$ cat src/hdl/rts_pkg.sv
// rts_pkg: shared constants and types of the rgba8 tile swizzle block
// used by rts_ctrl, rts_out and rgba8_tile_swizzle; no dependencies
package rts_pkg;

  localparam int DEF_MAX_WIDTH = 1024;
  localparam int CFG_W = 9;
  localparam int WORD_W = 5;

  localparam logic [1:0] TILE_LAST = 2'd3;
  localparam logic [WORD_W-1:0] LAST_WORD = 5'd31;
  localparam logic [CFG_W-1:0] MAX_HEIGHT_TILES = 9'd256;

  // configuration register indexes
  localparam logic CFG_WIDTH_IDX = 1'b0;
  localparam logic CFG_HEIGHT_IDX = 1'b1;

  // tag that travels beside the store read data
  typedef struct packed {
    logic valid;
    logic upper_half;
    logic last_tile;
    logic last_image;
  } rd_tag_t;

endpackage

$ cat src/hdl/rts_ctrl.sv
// rts_ctrl: configuration registers, raster counters and tile read sequencer
// depends on rts_pkg; drives the write and read ports of rts_store
module rts_ctrl
  import rts_pkg::*;
#(
  parameter int MAX_WIDTH = DEF_MAX_WIDTH,
  localparam int AW = $clog2(4 * MAX_WIDTH),
  localparam int CW = $clog2(MAX_WIDTH),
  localparam int WPW = CW + 1
) (
  input  logic             clk,
  input  logic             rst,
  input  logic             cfg_en,
  input  logic             cfg_index,
  input  logic [CFG_W-1:0] cfg_data,
  input  logic             pixel_valid,
  output logic             pixel_stall,
  input  logic             out_take,
  output logic             wr_en,
  output logic [AW-1:0]    wr_addr,
  output logic             rd_en,
  output logic [AW-1:0]    rd_addr,
  output rd_tag_t          tag
);

  localparam logic [31:0] MaxWTiles = 32'(MAX_WIDTH / 4);

  typedef enum logic [1:0] {
    ST_ACCEPT = 2'b01,
    ST_EMIT   = 2'b10
  } state_t;

  state_t              state;
  logic [CFG_W-1:0]    width_in_tiles;
  logic [CFG_W-1:0]    height_in_tiles;
  logic [CW-1:0]       col;
  logic [1:0]          row;
  logic [7:0]          band;
  logic [WORD_W-1:0]   k;
  logic [CW-1:0]       base_col;
  logic                last_image_pend;

  logic [WPW-1:0]      wpix;
  logic [CFG_W-1:0]    h_eff;
  logic [CFG_W-1:0]    w_eff;
  logic [WPW-1:0]      col_inc;
  logic                row_end;
  logic                last_band;
  logic                tile_done;
  logic                pix_acc;
  logic                emitting;
  logic                issue;

  // effective sizes
  always_comb begin
    w_eff = (width_in_tiles == '0) ? CFG_W'(1) : width_in_tiles;
    if (32'(w_eff) > MaxWTiles) begin
      wpix = WPW'(MaxWTiles * 4);
    end else begin
      wpix = WPW'({w_eff, 2'b00});
    end
    if (height_in_tiles == '0) begin
      h_eff = CFG_W'(1);
    end else if (height_in_tiles > MAX_HEIGHT_TILES) begin
      h_eff = MAX_HEIGHT_TILES;
    end else begin
      h_eff = height_in_tiles;
    end
  end

  assign col_inc   = WPW'(col) + WPW'(1);
  assign row_end   = col_inc >= wpix;
  assign last_band = ({1'b0, band} + CFG_W'(1)) >= h_eff;
  assign tile_done = (row == TILE_LAST) && (col[1:0] == TILE_LAST);

  assign emitting    = (state == ST_EMIT);
  assign pixel_stall = rst || emitting;
  assign pix_acc     = pixel_valid && !pixel_stall;
  assign issue       = emitting && (!tag.valid || out_take);

  assign wr_en   = pix_acc;
  assign wr_addr = AW'(row) * AW'(MAX_WIDTH) + AW'(col);
  assign rd_en   = issue;
  assign rd_addr = AW'(k[3:2]) * AW'(MAX_WIDTH) + AW'(base_col | CW'(k[1:0]));

  always_ff @(posedge clk) begin
    if (rst) begin
      width_in_tiles  <= CFG_W'(1);
      height_in_tiles <= CFG_W'(1);
    end else if (cfg_en) begin
      unique case (cfg_index)
        CFG_WIDTH_IDX:  width_in_tiles <= cfg_data;
        CFG_HEIGHT_IDX: height_in_tiles <= cfg_data;
        default:        width_in_tiles <= cfg_data;
      endcase
    end
  end

  // raster counters
  always_ff @(posedge clk) begin
    if (rst) begin
      col  <= '0;
      row  <= '0;
      band <= '0;
    end else if (pix_acc) begin
      if (row_end) begin
        col <= '0;
        if (row == TILE_LAST) begin
          row  <= '0;
          band <= last_band ? 8'd0 : band + 8'd1;
        end else begin
          row <= row + 2'd1;
        end
      end else begin
        col <= col_inc[CW-1:0];
      end
    end
  end

  // tile read sequencer
  always_ff @(posedge clk) begin
    if (rst) begin
      state <= ST_ACCEPT;
      k     <= '0;
    end else begin
      unique case (state)
        ST_ACCEPT: begin
          if (pix_acc && tile_done) begin
            state <= ST_EMIT;
            k     <= '0;
          end
        end
        ST_EMIT: begin
          if (issue) begin
            k <= k + WORD_W'(1);
            if (k == LAST_WORD) begin
              state <= ST_ACCEPT;
            end
          end
        end
        default: state <= ST_ACCEPT;
      endcase
    end
  end

  always_ff @(posedge clk) begin
    if (pix_acc && tile_done) begin
      base_col        <= col & ~CW'(TILE_LAST);
      last_image_pend <= row_end && last_band;
    end
  end

  // tag of the word in the store read register
  always_ff @(posedge clk) begin
    if (rst) begin
      tag.valid <= 1'b0;
    end else if (issue) begin
      tag.valid <= 1'b1;
    end else if (out_take) begin
      tag.valid <= 1'b0;
    end
    if (issue) begin
      tag.upper_half <= k[4];
      tag.last_tile  <= (k == LAST_WORD);
      tag.last_image <= (k == LAST_WORD) && last_image_pend;
    end
  end

  a_emit_start: assert property (@(posedge clk) disable iff (rst)
    pix_acc && tile_done |=> emitting && k == '0)
    else $error("tile emission did not start at word zero");

  a_emit_end: assert property (@(posedge clk) disable iff (rst)
    !$past(rst) && $fell(emitting) |-> $past(issue) && $past(k) == LAST_WORD)
    else $error("tile emission ended before the last word");

  a_image_tag: assert property (@(posedge clk) disable iff (rst)
    tag.valid && tag.last_image |-> tag.last_tile)
    else $error("end of image tagged away from end of tile");

  a_counters_hold: assert property (@(posedge clk) disable iff (rst)
    !pix_acc |=> $stable(col) && $stable(row) && $stable(band))
    else $error("raster counters moved without an item");

endmodule

$ cat config.mk
export PLATFORM = sky130hd
export DESIGN_NAME = rts_ctrl
export DESIGN_NICKNAME = d
export VERILOG_FILES = /design/src/hdl/rts_pkg.sv /design/src/hdl/rts_ctrl.sv
export SDC_FILE = /design/constraint.sdc
export NUM_CORES = 1
export LEC_CHECK = 0
export BUFFER_PORTS_ARGS = -buffer_cell sky130_fd_sc_hd__buf_2
export CELL_PAD_IN_SITES_DETAIL_PLACEMENT = 0
export CELL_PAD_IN_SITES_GLOBAL_PLACEMENT = 1
export CORE_MARGIN = 5
export CORE_UTILIZATION = 40
export CTS_BUF_LIST = sky130_fd_sc_hd__clkbuf_4 sky130_fd_sc_hd__clkbuf_8
export CTS_CLUSTER_SIZE = 30
export DETAILED_ROUTE_END_ITERATION = 7
export PLACE_DENSITY = 0.79
export SYNTH_ARGS = -nofsm -noshare
export SYNTH_HDL_FRONTEND = slang
export SYNTH_SLANG_ARGS = --single-unit
export TNS_END_PERCENT = 5
$ cat constraint.sdc
create_clock -name clk -period 3.1 [get_ports clk]
set_input_delay 0.155 -clock clk [delete_from_list [all_inputs] [get_ports clk]]
set_output_delay 0.155 -clock clk [all_outputs]
set_load 0.01 [all_outputs]
==> results of run 1 <==
-- flip-flops by register name (all words and copies together) (netlist names) --
signal	count
height_in_tiles	9
base_col	8
col	10
row	2
tag	4
last_image_pend	1
state	2
width_in_tiles	9
band	8
k	5
-- cell type report --
type,count,area [sq um],share of cell area
Multi-Input combinational cell,259,1720,0.456
Sequential cell,58,1290,0.342
Timing Repair Buffer,64,372,0.0985
Clock buffer,10,131,0.0348
Tap cell,102,128,0.0338
Clock inverter,6,81.3,0.0216
Inverter,13,48.8,0.0129
-- Yosys cell counts (3+ instances only) --
| master | count | share of area |
|---|---|---|
| edfxtp_1 | 12 | 0.12 |
| o21ai_1 | 11 | 0.018 |
| nand2b_1 | 3 | 0.0061 |
| and3_1 | 9 | 0.018 |
| o31ai_2 | 4 | 0.016 |
| and2_1 | 4 | 0.0082 |
| xnor2_1 | 10 | 0.029 |
| nor2_1 | 15 | 0.018 |
| buf_4 | 4 | 0.0098 |
| a21oi_1 | 26 | 0.042 |
| nand4_1 | 3 | 0.0061 |
| ha_1 | 23 | 0.094 |
| a31oi_1 | 4 | 0.0082 |
| inv_1 | 10 | 0.012 |
| nand3_1 | 13 | 0.021 |
| o21ai_0 | 5 | 0.0082 |
| nor3_1 | 11 | 0.018 |
| nand2_1 | 72 | 0.088 |
| xor2_1 | 5 | 0.014 |
| or4_1 | 4 | 0.0098 |
| dfxtp_1 | 46 | 0.30 |
| clkbuf_1 | 9 | 0.011 |
| buf_2 | 3 | 0.0049 |
| o211ai_1 | 3 | 0.0073 |
-- per-stage QoR --
step / cell area (sq um) / setup slack, ns / setup TNS [ns] / cells / hold WS [ns]
CTS: 3680 / 0.00185 / 0 / 507 / 0.0549
finish: 3770 / 0.102 / 0 / 512 / 0.0661
detailed placement: 3450 / -0.00924 / -0.00924 / 491 / 0.394
global placement: 3450 / 0.0683 / 0 / 491 / 0.398
floorplan: 3070 / 0.0393 / 0 / 347 / 0.279
global route: 3770 / 0.00260 / 0 / 512 / 0.0586
-- metal layers --
metal | track usage | vias up | wire, microns
li1 | - | 1338 | -
met1 | 0.207 | 1185 | 3560
met2 | 0.224 | 51 | 3280
met3 | 0.0459 | 11 | 307
met4 | 0.0383 | 0 | 132
met5 | 0 | - | 0
-- what timing repair did --
action | CTS | global route
cloned | 0 | 1
endpoints found under the setup margin | 1 | 17
resized for setup | 3 | 11
hold buffers | 0 | 0
pin swaps | 0 | 7
buffers inserted | 0 | 4
-- report_power, final --
part	leakage [nW]	total (mW)	internal, mW	switching (mW)
Sequential	0.480	0.792	0.780	0.0115
Combinational	0.971	0.159	0.0646	0.0940
Clock	0.109	0.764	0.456	0.308
-- how the worst min path moves through the flow --
stage	to	slack [ns]	cells after the start
floorplan	width_in_tiles[0]	0.28	2
global placement	height_in_tiles[0]	0.40	3
detailed placement	height_in_tiles[0]	0.39	3
CTS	height_in_tiles[0]	0.05	3
global route	height_in_tiles[2]	0.06	3
finish	width_in_tiles[4]	0.07	3
-- logic make-up (layout without fill, tap and decap cells) --
family          Yosys count  in the layout  synth area share
compound gates           71             72             0.162
xor+xnor                 16             16            0.0481
fa+ha+maj                23             23            0.0938
buf+inv                  31             93            0.0441
flops                    58             58             0.418
mux                       1              1           0.00326
simple gates            147            147             0.231
-- worst register-to-register path: stages, from the launching register on --
cell and delay [ns]:
dfxtp_4 0.37, nand3_2 0.08, or2_4 0.25, or3_4 0.42
nor2_4 0.11, xor2_2 0.21, ha_4 0.24, a21o_1 0.18
a221oi_4 0.41, o21ai_4 0.13, or4_1 0.42, a31oi_1 0.13
==> metrics, run 1 <==
commonest non-fill, non-tap cell in the layout nand2_1; post-layout util 0.496; EDFF count, synth 12; register area share after synthesis 0.418; number of vias per cell roughly 5.0; CTS sink cnt just under 60; H-tree depth 3; first-pass GRT wire length around 12 mm; initial antenna violation count 0; Top FF cell, synth dfxtp_1; Max Fanout on Critical Path 5; DRC violations left 0; core area ~7600 sq um; actual slew at the worst max-slew pin roughly 0.56 ns; DRT Pass-1 Iters 4; GRT Util Overall 0.149; Layout fillers around 760; Synth Cell Area between 3000 and 4000 sq um; worst path bufs/invs 0; Die Footprint 9520 sq um; R2R Setup Slk 0.10 ns; CTS tree done; area grow syn2layout 23.0%; max-slew violation count 0; vias between 2000 and 3000; FFs w/ async S/R, synth 0; Hold Startpoint cfg_data[4]; Final min period approximately 3 ns; FP Rows 32; Clock Root Buffer clkbuf_8; Clock Latency Late Sink about 0.34 ns; nets about 440; Post-Syn Nets approximately 390; Critical Path RT between 3 and 4 ns; Cells after Synth between 300 and 400; I/O pins between 40 and 50; DRT iter0 DRCs between 100 and 150; fmax 334 MHz; drt total wl 7.28 mm; GP Congestion 0.773; clock buffer depth 2; RSZ-0062 raised after global routing true; syn_area_per_cell 8.84 sq um; remaining antenna violation count 0; CP top delay family simple AND/OR/NAND/NOR gates; reg2reg path depth 11; leakage roughly 1.6 nW; Setup Viol. Count Final 0; count of final hold-check violations 0; Worst Setup Path Type flop to flop; worst setup path start col[1]; VDD IR max around 0.28 mV; critical path arrival 3.27 ns; CP max-delay cell or3_4; vias in the first global route roughly 2300; Worst-path clk slew around 0.070 ns; Worst Setup EP col[3]; CP endpoint kind flop; FF-to-FF Start col[1]; share of post-route cells with drive strength above 1 0.256; Ys Warns 0; port bufs 45; Yosys cell types 54; commonest non-fill, non-tap cells in the layout 72 x nand2_1, 45 x buf_2, 43 x dfxtp_1; Final period util 0.967; Initial Util 0.403; worst r2r dst col[3]; total power about 1.7 mW; Chip Height 97.6 microns; highest cell delay on the worst timing path 0.42 ns; largest net degree at the start of global routing 37; outcome complete, no violations; Die Wd 97.6 microns; Hold Path Class input port to flop; PwrDens approximately 450 nW/um^2; drt wl/cell 14.2 microns; worst-path cell chain nand3_2 -> or2_4 -> or3_4 -> nor2_4 -> xor2_2 -> ha_4 -> a21o_1 -> a221oi_4 -> o21ai_4 -> or4_1 -> a31oi_1; Crit. path cell count 11; worst-case clock skew between 0.01 and 0.015 ns; Diodes inserted 0; Max-Cap Viols 0; Slew headroom 0.627; CTS Buf Count 9; total gr overflow 0; CP startpoint kind flop; #FFs+latches synth 58; hpwl dp about 5.2 mm
(Power assumes the default switching activity.)
==> run 2: changes to the inputs <==
--- a/config.mk
+++ b/config.mk
@@ -9,11 +9,11 @@
 export CELL_PAD_IN_SITES_DETAIL_PLACEMENT = 0
 export CELL_PAD_IN_SITES_GLOBAL_PLACEMENT = 1
 export CORE_MARGIN = 5
-export CORE_UTILIZATION = 40
-export CTS_BUF_LIST = sky130_fd_sc_hd__clkbuf_4 sky130_fd_sc_hd__clkbuf_8
+export CORE_UTILIZATION = 45
+export CTS_BUF_LIST = sky130_fd_sc_hd__clkbuf_2 sky130_fd_sc_hd__clkbuf_4 sky130_fd_sc_hd__clkbuf_8
 export CTS_CLUSTER_SIZE = 30
 export DETAILED_ROUTE_END_ITERATION = 7
-export PLACE_DENSITY = 0.79
+export PLACE_DENSITY = 0.84
 export SYNTH_ARGS = -nofsm -noshare
 export SYNTH_HDL_FRONTEND = slang
 export SYNTH_SLANG_ARGS = --single-unit
==> constraint.sdc (replaced) <==
create_clock -name clk -period 3.25 [get_ports clk]
set_input_delay 0.1625 -clock clk [delete_from_list [all_inputs] [get_ports clk]]
set_output_delay 0.1625 -clock clk [all_outputs]
set_load 0.01 [all_outputs]
==> run 2 against run 1 <==
Global-route usage is 2.2 points higher. Critical path depth stayed put. Utilization is 4.8 points higher. Critical path type unchanged.
==> metrics, run 2 (synthesis gave the netlist of run 1 again) <==
total power 1.62 mW (was 1.71 mW); CP startpoint kind flop (unchanged); vias 2593 (was 2585); port bufs 45 (unchanged); count of final hold-check violations 0 (unchanged); I/O pins 46 (unchanged); Worst Setup Path Type flop to flop (unchanged); vias in the first global route 2448 (was 2330); Setup Viol. Count Final 0 (unchanged); VDD IR max 0.258 mV (was 0.283 mV); Die Footprint 8570 sq um (was 9520 sq um); Max Fanout on Critical Path 5 (unchanged); Most flops, register col (unchanged); nets 437 (was 443); Initial Util 0.456 (was 0.403); share of post-route cells with drive strength above 1 0.238 (was 0.256); core area 6720 sq um (was 7610 sq um); Largest regs col x10, height_in_tiles x9, width_in_tiles x9 (unchanged); Hold Path Class input port to flop (unchanged); FF-to-FF Start col[1] (unchanged); Slew headroom 0.452 (was 0.627); outcome complete, no violations (unchanged); Die Wd 92.6 microns (was 97.6 microns); flip-flop count of the largest register after layout 10 (unchanged); PwrDens 444 nW/um^2 (was 455 nW/um^2); Clock Root Buffer clkbuf_8 (unchanged); DRC violations left 0 (unchanged); Clock Latency Late Sink 0.35 ns (was 0.34 ns); actual slew at the worst max-slew pin 0.819 ns (was 0.557 ns); worst setup path start col[1] (unchanged); worst-case clock skew 0.00882 ns (was 0.0113 ns); H-tree depth 3 (unchanged); Max-Cap Viols 0 (unchanged); RSZ-0062 raised after global routing false (was true); Sum Neg Setup Slack 0 ns (unchanged); hpwl dp 4.97 mm (was 5.21 mm); CP endpoint kind flop (unchanged); drt total wl 6.94 mm (was 7.28 mm); remaining antenna violation count 0 (unchanged); clock buffer depth 2 (unchanged); total gr overflow 0 (unchanged); GRT Util Overall 0.170 (was 0.149); initial antenna violation count 0 (unchanged); area grow syn2layout 19.1% (was 23.0%); DRT Pass-1 Iters 4 (unchanged); CTS Buf Count 9 (unchanged); Hold Startpoint cfg_data[0] (was cfg_data[4]); Chip Height 92.6 microns (was 97.6 microns); fmax 326 MHz (was 334 MHz); commonest non-fill, non-tap cells in the layout 72 x nand2_1, 45 x buf_2, 44 x dfxtp_1 (was 72 x nand2_1, 45 x buf_2, 43 x dfxtp_1); DRT iter0 DRCs 132 (was 114); CTS sink cnt 58 (unchanged); CTS tree done (unchanged); leakage 1.52 nW (was 1.56 nW); commonest non-fill, non-tap cell in the layout nand2_1 (unchanged); FP Rows 30 (was 32); max-slew violation count 0 (unchanged); Worst-path clk slew 0.07 ns (about the same); Critical Path RT 3.53 ns (was 3.37 ns); Post-CTS Hold Buffers 0 (unchanged); Diodes inserted 0 (unchanged); critical path arrival 3.34 ns (was 3.27 ns); largest net degree at the start of global routing 37 (unchanged); first-pass GRT wire length 11.6 mm (was 11.5 mm); number of vias per cell 5.36 (was 5.05); Final min period 3.07 ns (was 3.00 ns); GP Congestion 0.800 (was 0.773); Final period util 0.944 (was 0.967); drt wl/cell 14.3 microns (was 14.2 microns)
## run 2: cell types whose count changed in the layout (fill, tap and decap cells not counted), sizes merged
cell | previous run | this run
clkinv | 6 | 5
buf | 64 | 58
clkinvlp | 0 | 1
## run 2: per-stage QoR
| step | instance area [sq um] | utilization | cells | setup slack, ns | hold slack [ns] |
|---|---|---|---|---|---|
| global placement | 3390 | 0.504 | 465 | 0.177 | 0.397 |
| detailed placement | 3390 | 0.504 | 465 | 0.0995 | 0.391 |
| floorplan | 3070 | - | 347 | 0.189 | 0.286 |
| global route | 3650 | 0.544 | 484 | 0.000447 | 0.0598 |
| finish | 3650 | 0.544 | 484 | 0.181 | 0.0414 |
| CTS | 3600 | 0.536 | 481 | 0.0721 | 0.0289 |
## run 2: cell type report
cell class | count | area [sq um]
Clock buffer | 10 | 131
Clock inverter | 6 | 81.3
Fill cell | 622 | 3070
Inverter | 13 | 48.8
Multi-Input combinational cell | 259 | 1680
Sequential cell | 58 | 1290
Tap cell | 80 | 100
Timing Repair Buffer | 58 | 323
## run 2: report_power, final
| part | switching (mW) | internal, mW |
|---|---|---|
| clock network | 0.292 | 0.435 |
| logic | 0.0851 | 0.0558 |
| registers | 0.0107 | 0.745 |
| total | 0.387 | 1.24 |
## run 2: timing repair
item	CTS	global route
setup buffers	0	2
setup endpoints to repair	0	17
endpoints found under the hold margin	0	0
gates resized for setup	0	6
## run 2: final timing paths
path                             end  slack (ns)  depth (start not counted)
setup reg to reg              col[3]        0.18                         11
hold reg to reg    width_in_tiles[1]        0.47                          2
hold / removal    height_in_tiles[0]        0.04                          3
setup / recovery              col[3]        0.18                         11
## run 2: metal layers
layer  track usage  part of all wire  vias to the layer above
met5             0                 0                        -
met4        0.0891             0.018                        0
met3        0.0317             0.047                       13
met2         0.245              0.43                       59
met1         0.242              0.50                     1189
li1              -                 -                     1332
## run 2: critical path, cell delays in order, from the launching register on
cell,delay (ns)
dfxtp_2,0.36
nand3_2,0.12
or2_4,0.29
or3_4,0.37
nor2_4,0.13
xor2_2,0.17
ha_1,0.28
a21o_1,0.21
a221oi_4,0.40
o21ai_4,0.13
or4_1,0.41
a31oi_1,0.14
