$ cat config.mk
export PLATFORM = sky130hd
export DESIGN_NAME = rts_out
export DESIGN_NICKNAME = d
export VERILOG_FILES = /design/src/hdl/rts_pkg.sv /design/src/hdl/rts_out.sv
export SDC_FILE = /design/constraint.sdc
export NUM_CORES = 1
export LEC_CHECK = 0
export ABC_AREA = 1
export BUFFER_PORTS_ARGS = -buffer_cell sky130_fd_sc_hd__buf_2
export CORE_MARGIN = 3
export CORE_UTILIZATION = 44
export CTS_BUF_LIST = sky130_fd_sc_hd__clkbuf_8
export DETAILED_ROUTE_END_ITERATION = 7
export PLACE_DENSITY_LB_ADDON = 0.1
export RECOVER_POWER = 50
export SLEW_MARGIN = 15
export SYNTH_ARGS = -nofsm -noshare
export SYNTH_HDL_FRONTEND = slang
export SYNTH_SLANG_ARGS = --single-unit
$ cat constraint.sdc
create_clock -name clk -period 4.4 [get_ports clk]
set_clock_uncertainty 0.2 [all_clocks]
set_input_delay 0.44 -clock clk [delete_from_list [all_inputs] [get_ports clk]]
set_output_delay 0.44 -clock clk [all_outputs]
set_load 0.01 [all_outputs]
$ cat src/hdl/rts_pkg.sv
// rts_pkg: shared constants and types of the rgba8 tile swizzle block
// used by rts_ctrl, rts_out and rgba8_tile_swizzle; no dependencies
package rts_pkg;

  localparam int DEF_MAX_WIDTH = 1024;
  localparam int CFG_W = 9;
  localparam int WORD_W = 5;

  localparam logic [1:0] TILE_LAST = 2'd3;
  localparam logic [WORD_W-1:0] LAST_WORD = 5'd31;
  localparam logic [CFG_W-1:0] MAX_HEIGHT_TILES = 9'd256;

  // configuration register indexes
  localparam logic CFG_WIDTH_IDX = 1'b0;
  localparam logic CFG_HEIGHT_IDX = 1'b1;

  // tag that travels beside the store read data
  typedef struct packed {
    logic valid;
    logic upper_half;
    logic last_tile;
    logic last_image;
  } rd_tag_t;

endpackage

$ cat src/hdl/rts_out.sv
// rts_out: output register with byte selection of the swizzled word
// depends on rts_pkg; fed by rts_store read data and the rts_ctrl tag
module rts_out
  import rts_pkg::*;
(
  input  logic        clk,
  input  logic        rst,
  input  rd_tag_t     tag,
  input  logic [31:0] rd_data,
  output logic        take,
  output logic        word_valid,
  input  logic        word_stall,
  output logic [7:0]  first_byte,
  output logic [7:0]  second_byte,
  output logic        last_of_tile,
  output logic        last_of_image
);

  assign take = !word_valid || !word_stall;

  always_ff @(posedge clk) begin
    if (rst) begin
      word_valid <= 1'b0;
    end else if (take) begin
      word_valid <= tag.valid;
    end
  end

  // alpha and red first, green and blue second
  always_ff @(posedge clk) begin
    if (take && tag.valid) begin
      first_byte    <= tag.upper_half ? rd_data[15:8] : rd_data[31:24];
      second_byte   <= tag.upper_half ? rd_data[23:16] : rd_data[7:0];
      last_of_tile  <= tag.last_tile;
      last_of_image <= tag.last_image;
    end
  end

endmodule

==> qor.csv, run 1 <==
stage,metric,value,unit
cts,clock-sinks,19,
cts,cts_hold_buf,0,
grt,use_met2,26.8,%
floorplanning,core-area,0.00175,mm^2
timing,tightest_slew,1.09,ns
floorplanning,io_pins,59,
power_and_ir_drop,internal-power,300,uW
routing,vias,687,
power_and_ir_drop,pwr-share-clk,30.5,%
hold_path,hold_start,rst,
timing,timing.final.crit_share,40.1,%
routing,post-route-drc-count,0,
cts,post-cts-setup-buffer-count,0,
floorplanning,design.die.area,0.00244,mm^2
setup_path,crit_arrival,1.51,ns
floorplanning,die_x,49.4,um
routing,drt_iter0_drc,1,
cts,cts_resized,0,
final_layout,mostFrequentLayoutCells,"buf_2 (48), edfxtp_1 (18), nand2_1 (17), inv_1 (17), o21ai_0 (15)",
synthesis,syn_inst,74,
timing,setup_violations,0,
final_layout,final_common_cell,buf_2,
setup_path,crit_family,buffers and inverters,
grt,grt_pass1_wl,2610,um
grt,grt_pass1_vias,639,
timing,relSlewSlack,27.1,%
final_layout,drive_above_1_share,40.6,%
setup_path,cp-start-kind,primary input,
cts,clk_latency,0.25,ns
synthesis,synth_warnings,0,
flow_run,maxCapViolations,0,
placement,place_congestion,0.672,
setup_path,cp_data_required_time,4.14,ns
setup_path,cpPeakStageDelay,0.79,ns
power_and_ir_drop,power.density,340,mW/mm^2
cts,cts-root-buf,clkbuf_8,
power_and_ir_drop,p_sw,87.7,uW
timing,final_hold_viol_count,0,
floorplanning,chipHeight,49.4,um
setup_path,crit_start,tag[2],
final_layout,final_area,0.00114,mm^2
cts,cts.htree.levels,1,
synthesis,synth_area,827,um^2
grt,grtUsageMet1,13.4,%
timing,slew_viol_final,0,
placement,placed_cell_area,0.00112,mm^2
power_and_ir_drop,comb_power_share,13.6,%
cts,numCtsBuffers,3,
timing,fmax,0.567,GHz
synthesis,synth.net_count,113,
setup_path,critPathMaxFanout,32,
timing,fin_crit,1.77,ns
routing,drtAntennaViolNets,0,
timing,rsz0062_at_grt,false,
final_layout,fin_nets,173,
timing,tns,0,ns
synthesis,seq_area_frac_synth,67.8,%
routing,drt_pass1_iterations,3,
cts,cts_tree,yes,
grt,antenna_found_initial,0,
setup_path,cp_slowest_cell,clkbuf_1,
hold_path,min-delay-path-class,in -> reg,
run_status,status,"complete, no violations",
cts,clockBufferDepth,2,
routing,wl_per_cell,10.4,um
power_and_ir_drop,vdd_drop_max,0.221,mV
routing,via_per_inst,4.35,
cts,path_clk_slew,0.07,ns
final_layout,synthToLayoutAreaGrowth,38.0,%
setup_path,crit_type,in -> reg,
grt,grt_busiest_layer,met2,
routing,routed_wirelength,1650,um
grt,grt_max_degree,33,
setup_path,rr_startpoint,word_valid,
final_layout,diodes,0,
placement,io_buffers,58,
placement,place_hpwl,1270,um
floorplanning,num_rows,15,
floorplanning,start_util,47.4,%
grt,grt_overflow,0,
grt,grt_util_all_layers,14.3,%
power_and_ir_drop,pwr-share-seq,55.9,%
setup_path,cp_num_buf_inv,1,
synthesis,synth-seq-cells,19,
synthesis,ys_types,8,
power_and_ir_drop,switching_share,22.6,%
setup_path,worstPathCellList,"clkbuf_1, o21ai_0",
synthesis,avgSynthCellArea,11.2,um^2
power_and_ir_drop,power.leakage,0.563,nW
grt,gr-usage-met3,5.20,%
setup_path,critPathCaptureType,flop,
-- sequential cells by signal (all words and copies together), names as in the netlist --
signal         flops
first_byte         8
word_valid         1
second_byte        8
last_of_image      1
last_of_tile       1
-- power by group through the flow --
stage | combinational [mW] | sequential (mW) | clock [mW]
final | 0.0527 | 0.217 | 0.118
after global placement | 0.0547 | 0.220 | 0
after floorplan | 0.0202 | 0.228 | 0
after detailed placement | 0.0566 | 0.221 | 0
after CTS | 0.0568 | 0.217 | 0.121
after global routing | 0.0596 | 0.218 | 0.129
-- synth_stat cells --
| library cell | n | area (um^2) |
|---|---|---|
| inv_1 | 17 | 63.8 |
| o21ai_0 | 12 | 60.1 |
| a21oi_1 | 2 | 10.0 |
| nand2_1 | 17 | 63.8 |
| buf_6 | 3 | 33.8 |
| o21ai_2 | 4 | 35.0 |
| edfxtp_1 | 18 | 541 |
| dfxtp_1 | 1 | 20.0 |
-- per-stage QoR --
step | power (mW) | cells | setup slack [ns] | hold slack [ns] | util, %
3_3_place_gp | 0.275 | 154 | 2.53 | 0.275 | 64.1
5_1_grt | 0.407 | 158 | 2.40 | 0.134 | 65.4
2_1_floorplan | 0.248 | 74 | 2.41 | 0.309 | -
3_5_place_dp | 0.277 | 154 | 2.52 | 0.294 | 64.1
4_1_cts | 0.395 | 158 | 2.72 | 0.128 | 66.7
6_report | 0.388 | 158 | 2.63 | 0.134 | 65.4
-- final cells by class --
class	count	area, um^2
clock buffers	3	41.3
clock inverters	1	5.00
fillers	155	604
inverters	17	63.8
multi-input cells	35	161
flip-flops and latches	19	561
well taps	25	31.3
repair buffers	58	278
-- worst paths after layout --
path	endpoint	depth (start not counted)	slack (ns)
max	second_byte[7]	2	2.63
min	word_valid	2	0.13
max reg2reg	second_byte[6]	1	2.75
min reg2reg	word_valid	2	0.30
-- logic make-up after synthesis --
family,after synthesis,share of synthesized area [%]
buf+inv,20,11.8
flops,19,67.8
compound gates,18,12.7
simple gates,17,7.72
-- routing by layer --
| metal | up-vias | routed length (um) |
|---|---|---|
| met3 | 2 | 174 |
| met1 | 298 | 600 |
| li1 | 355 | - |
| met5 | - | 0 |
| met2 | 32 | 861 |
| met4 | 0 | 14 |
(Power assumes the default switching activity.)
==> inputs of run 2 (changes only) <==
--- a/config.mk
+++ b/config.mk
@@ -8,7 +8,7 @@
 export ABC_AREA = 1
 export BUFFER_PORTS_ARGS = -buffer_cell sky130_fd_sc_hd__buf_2
 export CORE_MARGIN = 3
-export CORE_UTILIZATION = 44
+export CORE_UTILIZATION = 41
 export CTS_BUF_LIST = sky130_fd_sc_hd__clkbuf_8
 export DETAILED_ROUTE_END_ITERATION = 7
 export PLACE_DENSITY_LB_ADDON = 0.1
==> constraint.sdc (replaced) <==
create_clock -name clk -period 1.8 [get_ports clk]
set_clock_uncertainty 0.2 [all_clocks]
set_input_delay 0.18 -clock clk [delete_from_list [all_inputs] [get_ports clk]]
set_output_delay 0.18 -clock clk [all_outputs]
set_load 0.01 [all_outputs]
==> qor.csv, run 2 (synthesized netlist as in run 1, its figures left out) <==
stage,metric,value,unit,change
run_status,status,"complete, no violations",,unchanged
final_layout,fin_cells,163,,was 158
placement,place_congestion,0.670,,was 0.672
power_and_ir_drop,power.leakage,0.590,nW,was 0.563 nW
placement,io_buffers,58,,unchanged
hold_path,hold_start,rd_data[20],,was rst
floorplanning,start_util,45.4,%,was 47.4%
flow_run,maxCapViolations,0,,unchanged
final_layout,synthToLayoutAreaGrowth,43.7,%,was 38.0%
cts,clock-sinks,19,,unchanged
final_layout,nFillCells,151,,was 155
setup_path,cp-start-kind,flop,,was primary input
cts,clockBufferDepth,2,,unchanged
routing,vias,690,,was 687
routing,via_per_inst,4.23,,was 4.35
setup_path,crit_start,word_valid,,was tag[2]
timing,timing.final.crit_share,68.2,%,
placement,dp_cells,155,,was 154
final_layout,top_regs,"first_byte x8, second_byte x8",,unchanged
grt,grt_max_degree,33,,unchanged
power_and_ir_drop,vdd_drop_max,0.462,mV,was 0.221 mV
final_layout,drive_above_1_share,39.9,%,was 40.6%
routing,routed_wirelength,1610,um,was 1650 um
grt,grt_util_all_layers,12.5,%,was 14.3%
placement,place_hpwl,1230,um,was 1270 um
cts,numCtsBuffers,3,,unchanged
placement,placed_cell_area,0.00113,mm^2,was 0.00112 mm^2
floorplanning,num_rows,15,,unchanged
setup_path,critPathMaxFanout,3,,was 32
timing,setup_violations,0,,unchanged
floorplanning,chipHeight,50.9,um,was 49.4 um
timing,tightest_slew,0.432,ns,was 1.09 ns
final_layout,final_common_cell,buf_2,,unchanged
cts,cts.htree.levels,1,,unchanged
floorplanning,core-area,0.00182,mm^2,was 0.00175 mm^2
routing,wl_per_cell,9.85,um,was 10.4 um
power_and_ir_drop,total_power,944,uW,was 388 uW
timing,tns,0,ns,unchanged
grt,grt_pass1_vias,599,,was 639
grt,grt_overflow,0,,unchanged
grt,antenna_found_initial,0,,unchanged
routing,drtAntennaViolNets,0,,unchanged
grt,grt_pass1_wl,2390,um,was 2610 um
timing,final_hold_viol_count,0,,unchanged
placement,pre_cts_ws,0.531,ns,was 2.52 ns
setup_path,crit_arrival,0.85,ns,was 1.51 ns
final_layout,final_area,0.00119,mm^2,was 0.00114 mm^2
routing,drt_iter0_drc,9,,was 1
timing,fin_crit,1.23,ns,
cts,cts_tree,yes,,unchanged
floorplanning,io_pins,59,,unchanged
power_and_ir_drop,power.density,794,mW/mm^2,was 340 mW/mm^2
cts,clk_latency,0.25,ns,about the same
setup_path,crit_type,reg -> out,,was in -> reg
routing,drt_pass1_iterations,4,,was 3
timing,worst_hold_slack,0.00397,ns,was 0.134 ns
setup_path,rr_startpoint,word_valid,,unchanged
floorplanning,die_x,50.9,um,was 49.4 um
timing,layout_setup_ws,0.572,ns,was 2.63 ns
final_layout,diodes,0,,unchanged
cts,path_clk_slew,0.07,ns,about the same
cts,cts-root-buf,clkbuf_8,,unchanged
timing,slew_viol_final,0,,unchanged
setup_path,cp_data_required_time,1.42,ns,was 4.14 ns
routing,post-route-drc-count,0,,unchanged
timing,rsz0062_at_grt,false,,unchanged
final_layout,mostFrequentLayoutCells,"buf_2 (49), inv_1 (18), edfxtp_1 (18), nand2_1 (17), o21ai_0 (15)",,"was buf_2 (48), edfxtp_1 (18), nand2_1 (17), inv_1 (17), o21ai_0 (15)"
final_layout,fin_nets,178,,was 173
setup_path,critPathCaptureType,primary output,,was flop
floorplanning,design.die.area,0.00259,mm^2,was 0.00244 mm^2
timing,relSlewSlack,71.2,%,was 27.1%
final_layout,utilization,65.3,%,was 65.4%
hold_path,min-delay-path-class,in -> reg,,unchanged
timing,fmax,0.814,GHz,
## run 2: cell count changes in the layout (fill, tap and decap cells not counted)
cell           delta
buf_4             +1
clkinv_2          -1
inv_1             +1
dlygate4sd3_1     +4
clkbuf_1          -1
buf_2             +1
## run 2: final timing paths
kind,endpoint,slack (ns),cells after the start
max,take,0.57,2
min,second_byte[4],0.004,3
max reg2reg,second_byte[4],0.57,2
min reg2reg,word_valid,0.32,2
## run 2: repair_timing
item	4_1_cts	5_1_grt
resized for setup	0	0
endpoints found under the hold margin	4	0
hold buffers	4	0
buffers inserted	0	0
endpoints found under the setup margin	0	0
## run 2: layer usage
layer  part of all wire [%]  wire, um  up-vias  track usage [%]
met5                      0         0        -                0
li1                       -         -      365                -
met1                     36       584      288             13.1
met3                     11       169        2             4.66
met4                    1.1        17        0             5.38
met2                     52       833       35             22.1
## run 2: critical path: stages, from the launching register on
cell	delay [ns]
dfxtp_1	0.37
nand2_1	0.08
buf_2	0.14
## run 2: power breakdown
part	internal, mW	total, mW	leakage [nW]	switching (mW)
combinational	0.0655	0.135	0.378	0.0699
clock	0.151	0.279	0.0269	0.128
sequential	0.522	0.529	0.184	0.00768
## run 2: cell type report
type	count	area (um^2)	area share, %
clock buffers	3	41.3	3.47
clock inverters	1	3.75	0.316
inverters	17	63.8	5.37
multi-input cells	35	161	13.6
flip-flops and latches	19	561	47.2
well taps	25	31.3	2.63
repair buffers	63	327	27.5
==> inputs of run 3 (changes only) <==
==> constraint.sdc (replaced) <==
create_clock -name clk -period 1.28 [get_ports clk]
set_clock_uncertainty 0.2 [all_clocks]
set_input_delay 0.128 -clock clk [delete_from_list [all_inputs] [get_ports clk]]
set_output_delay 0.128 -clock clk [all_outputs]
set_load 0.01 [all_outputs]
==> qor.csv, run 3 (synthesized netlist as in run 1, its figures left out) <==
stage,metric,value,unit,change
power_and_ir_drop,pwr-share-seq,53.6,%,was 56.1%
hold_path,hold_start,word_stall,,was rd_data[20]
cts,path_clk_slew,0.07,ns,about the same
routing,drtAntennaViolNets,0,,unchanged
floorplanning,num_rows,15,,unchanged
power_and_ir_drop,comb_power_share,18.0,%,was 14.3%
floorplanning,die_x,50.9,um,unchanged
placement,place_congestion,0.667,,was 0.670
setup_path,crit_type,reg -> reg,,was reg -> out
final_layout,fin_nets,199,,was 178
timing,rsz0062_at_grt,false,,unchanged
grt,grt_overflow,0,,unchanged
power_and_ir_drop,p_sw,310,uW,was 206 uW
timing,fin_crit,1.16,ns,
run_status,violations,hold timing,,
routing,post-route-drc-count,0,,unchanged
timing,layout_setup_ws,0.116,ns,was 0.572 ns
setup_path,cp_data_required_time,1.04,ns,was 1.42 ns
timing,fmax,0.859,GHz,
cts,cts.htree.levels,1,,unchanged
power_and_ir_drop,total_power,1.39,mW,was 944 uW
timing,tns,0,ns,unchanged
timing,tightest_slew,0.478,ns,was 0.432 ns
grt,grtUsageMet1,20.0,%,was 13.1%
grt,grt_busiest_layer,met2,,unchanged
routing,drt_pass1_iterations,4,,unchanged
final_layout,fin_cells,184,,was 163
power_and_ir_drop,internal-power,1.08,mW,was 738 uW
power_and_ir_drop,power.leakage,0.658,nW,was 0.590 nW
cts,cts_resized,0,,unchanged
grt,gr-usage-met3,3.79,%,was 4.66%
routing,drt_iter0_drc,6,,was 9
routing,routed_wirelength,2180,um,was 1610 um
final_layout,top_regs,"first_byte x8, second_byte x8",,unchanged
final_layout,synthToLayoutAreaGrowth,70.3,%,was 43.7%
floorplanning,start_util,45.4,%,unchanged
floorplanning,design.die.area,0.00259,mm^2,unchanged
power_and_ir_drop,vdd_drop_max,0.805,mV,was 0.462 mV
timing,timing.final.crit_share,90.9,%,
routing,via_per_inst,4.29,,was 4.23
setup_path,crit_arrival,0.92,ns,was 0.85 ns
setup_path,critPathCaptureType,flop,,was primary output
run_status,status,"finished, violations left",,"was complete, no violations"
power_and_ir_drop,pwr-share-clk,28.4,%,was 29.6%
floorplanning,core-area,0.00182,mm^2,unchanged
hold_path,hold-path-endpoint,word_valid,,was second_byte[4]
routing,vias,789,,was 690
cts,numCtsBuffers,3,,unchanged
grt,grt_pass1_wl,3640,um,was 2390 um
setup_path,cp-start-kind,flop,,unchanged
hold_path,whs_path_depth,3,,unchanged
grt,grt_max_degree,33,,unchanged
timing,relSlewSlack,68.2,%,was 71.2%
cts,clock-sinks,19,,unchanged
setup_path,reg2reg_slack,0.12,ns,was 0.57 ns
setup_path,critPathMaxFanout,18,,was 3
timing,worst_hold_slack,-0.0269,ns,was 0.00397 ns
cts,clk_latency,0.25,ns,about the same
placement,dp_cells,155,,unchanged
final_layout,diodes,0,,unchanged
power_and_ir_drop,switching_share,22.3,%,was 21.8%
flow_run,maxCapViolations,0,,unchanged
setup_path,rr_startpoint,word_valid,,unchanged
grt,antenna_found_initial,0,,unchanged
setup_path,r2r_cells,2,,unchanged
placement,place_hpwl,1310,um,was 1230 um
final_layout,drive_above_1_share,29.6,%,was 39.9%
final_layout,mostFrequentLayoutCells,"buf_2 (40), dlygate4sd3_1 (25), inv_1 (18), edfxtp_1 (18), clkbuf_1 (18)",,"was buf_2 (49), inv_1 (18), edfxtp_1 (18), nand2_1 (17), o21ai_0 (15)"
power_and_ir_drop,power.density,988,mW/mm^2,was 794 mW/mm^2
cts,clockBufferDepth,2,,unchanged
timing,final_hold_viol_count,1,,was 0
floorplanning,chipHeight,50.9,um,unchanged
setup_path,reg2reg_to,second_byte[6],,was second_byte[4]
placement,io_buffers,58,,unchanged
placement,pre_cts_ws,0.0520,ns,was 0.531 ns
grt,grt_util_all_layers,19.0,%,was 12.5%
hold_path,min-delay-path-class,in -> reg,,unchanged
cts,cts_tree,yes,,unchanged
cts,cts-root-buf,clkbuf_8,,unchanged
final_layout,final_common_cell,buf_2,,unchanged
routing,wl_per_cell,11.9,um,was 9.85 um
timing,slew_viol_final,0,,unchanged
floorplanning,io_pins,59,,unchanged
timing,setup_violations,0,,unchanged
grt,use_met2,36.7,%,was 22.1%
grt,grt_pass1_vias,871,,was 599
[run 3: worst max path at each step]
| stage | cells after the start | to | startpoint |
|---|---|---|---|
| final | 2 | second_byte[6] | word_valid |
| after global routing | 2 | take | word_valid |
| after CTS | 2 | first_byte[0] | word_valid |
| after detailed placement | 2 | second_byte[3] | tag[2] |
| after global placement | 2 | second_byte[2] | tag[2] |
| after floorplan | 1 | first_byte[0] | word_valid |
[run 3: repair_timing]
item / 4_1_cts / 5_1_grt
endpoints found under the hold margin: 19 / 1
hold buffers: 24 / 1
buffers inserted: 0 / 0
[run 3: layer usage]
metal  wire length (um)  share of wire [%]  up-vias
met5                  0                  0        -
met4                 13               0.60        0
met3                134                6.1        2
met2               1250                 57       31
met1                785                 36      349
li1                   -                  -      407
[run 3: stage by stage]
step           instance area, um^2  utilization [%]
2_1_floorplan                  840                -
3_3_place_gp                  1150             63.0
3_5_place_dp                  1150             63.0
4_1_cts                       1430             78.7
5_1_grt                       1410             77.4
6_report                      1410             77.4
[run 3: layout make-up]
class                   count  area (um^2)
well taps                  25         31.3
inverters                  17         63.8
flip-flops and latches     19          562
fillers                   123          412
clock buffers               3         41.3
multi-input cells          35          169
repair buffers             84          538
clock inverters             1         3.75
[run 3: power groups by stage]
| stage | clock network (mW) | logic, mW | registers (mW) |
|---|---|---|---|
| 3_3_place_gp | 0 | 0.200 | 0.757 |
| 4_1_cts | 0.406 | 0.263 | 0.745 |
| 2_1_floorplan | 0 | 0.0722 | 0.784 |
| 5_1_grt | 0.440 | 0.281 | 0.750 |
| 6_report | 0.395 | 0.250 | 0.747 |
| 3_5_place_dp | 0 | 0.207 | 0.759 |
[run 3: worst max-delay path: stages, from the launching register on]
cell and delay (ns):
dfxtp_2 0.34, a21oi_4 0.16, buf_12 0.17
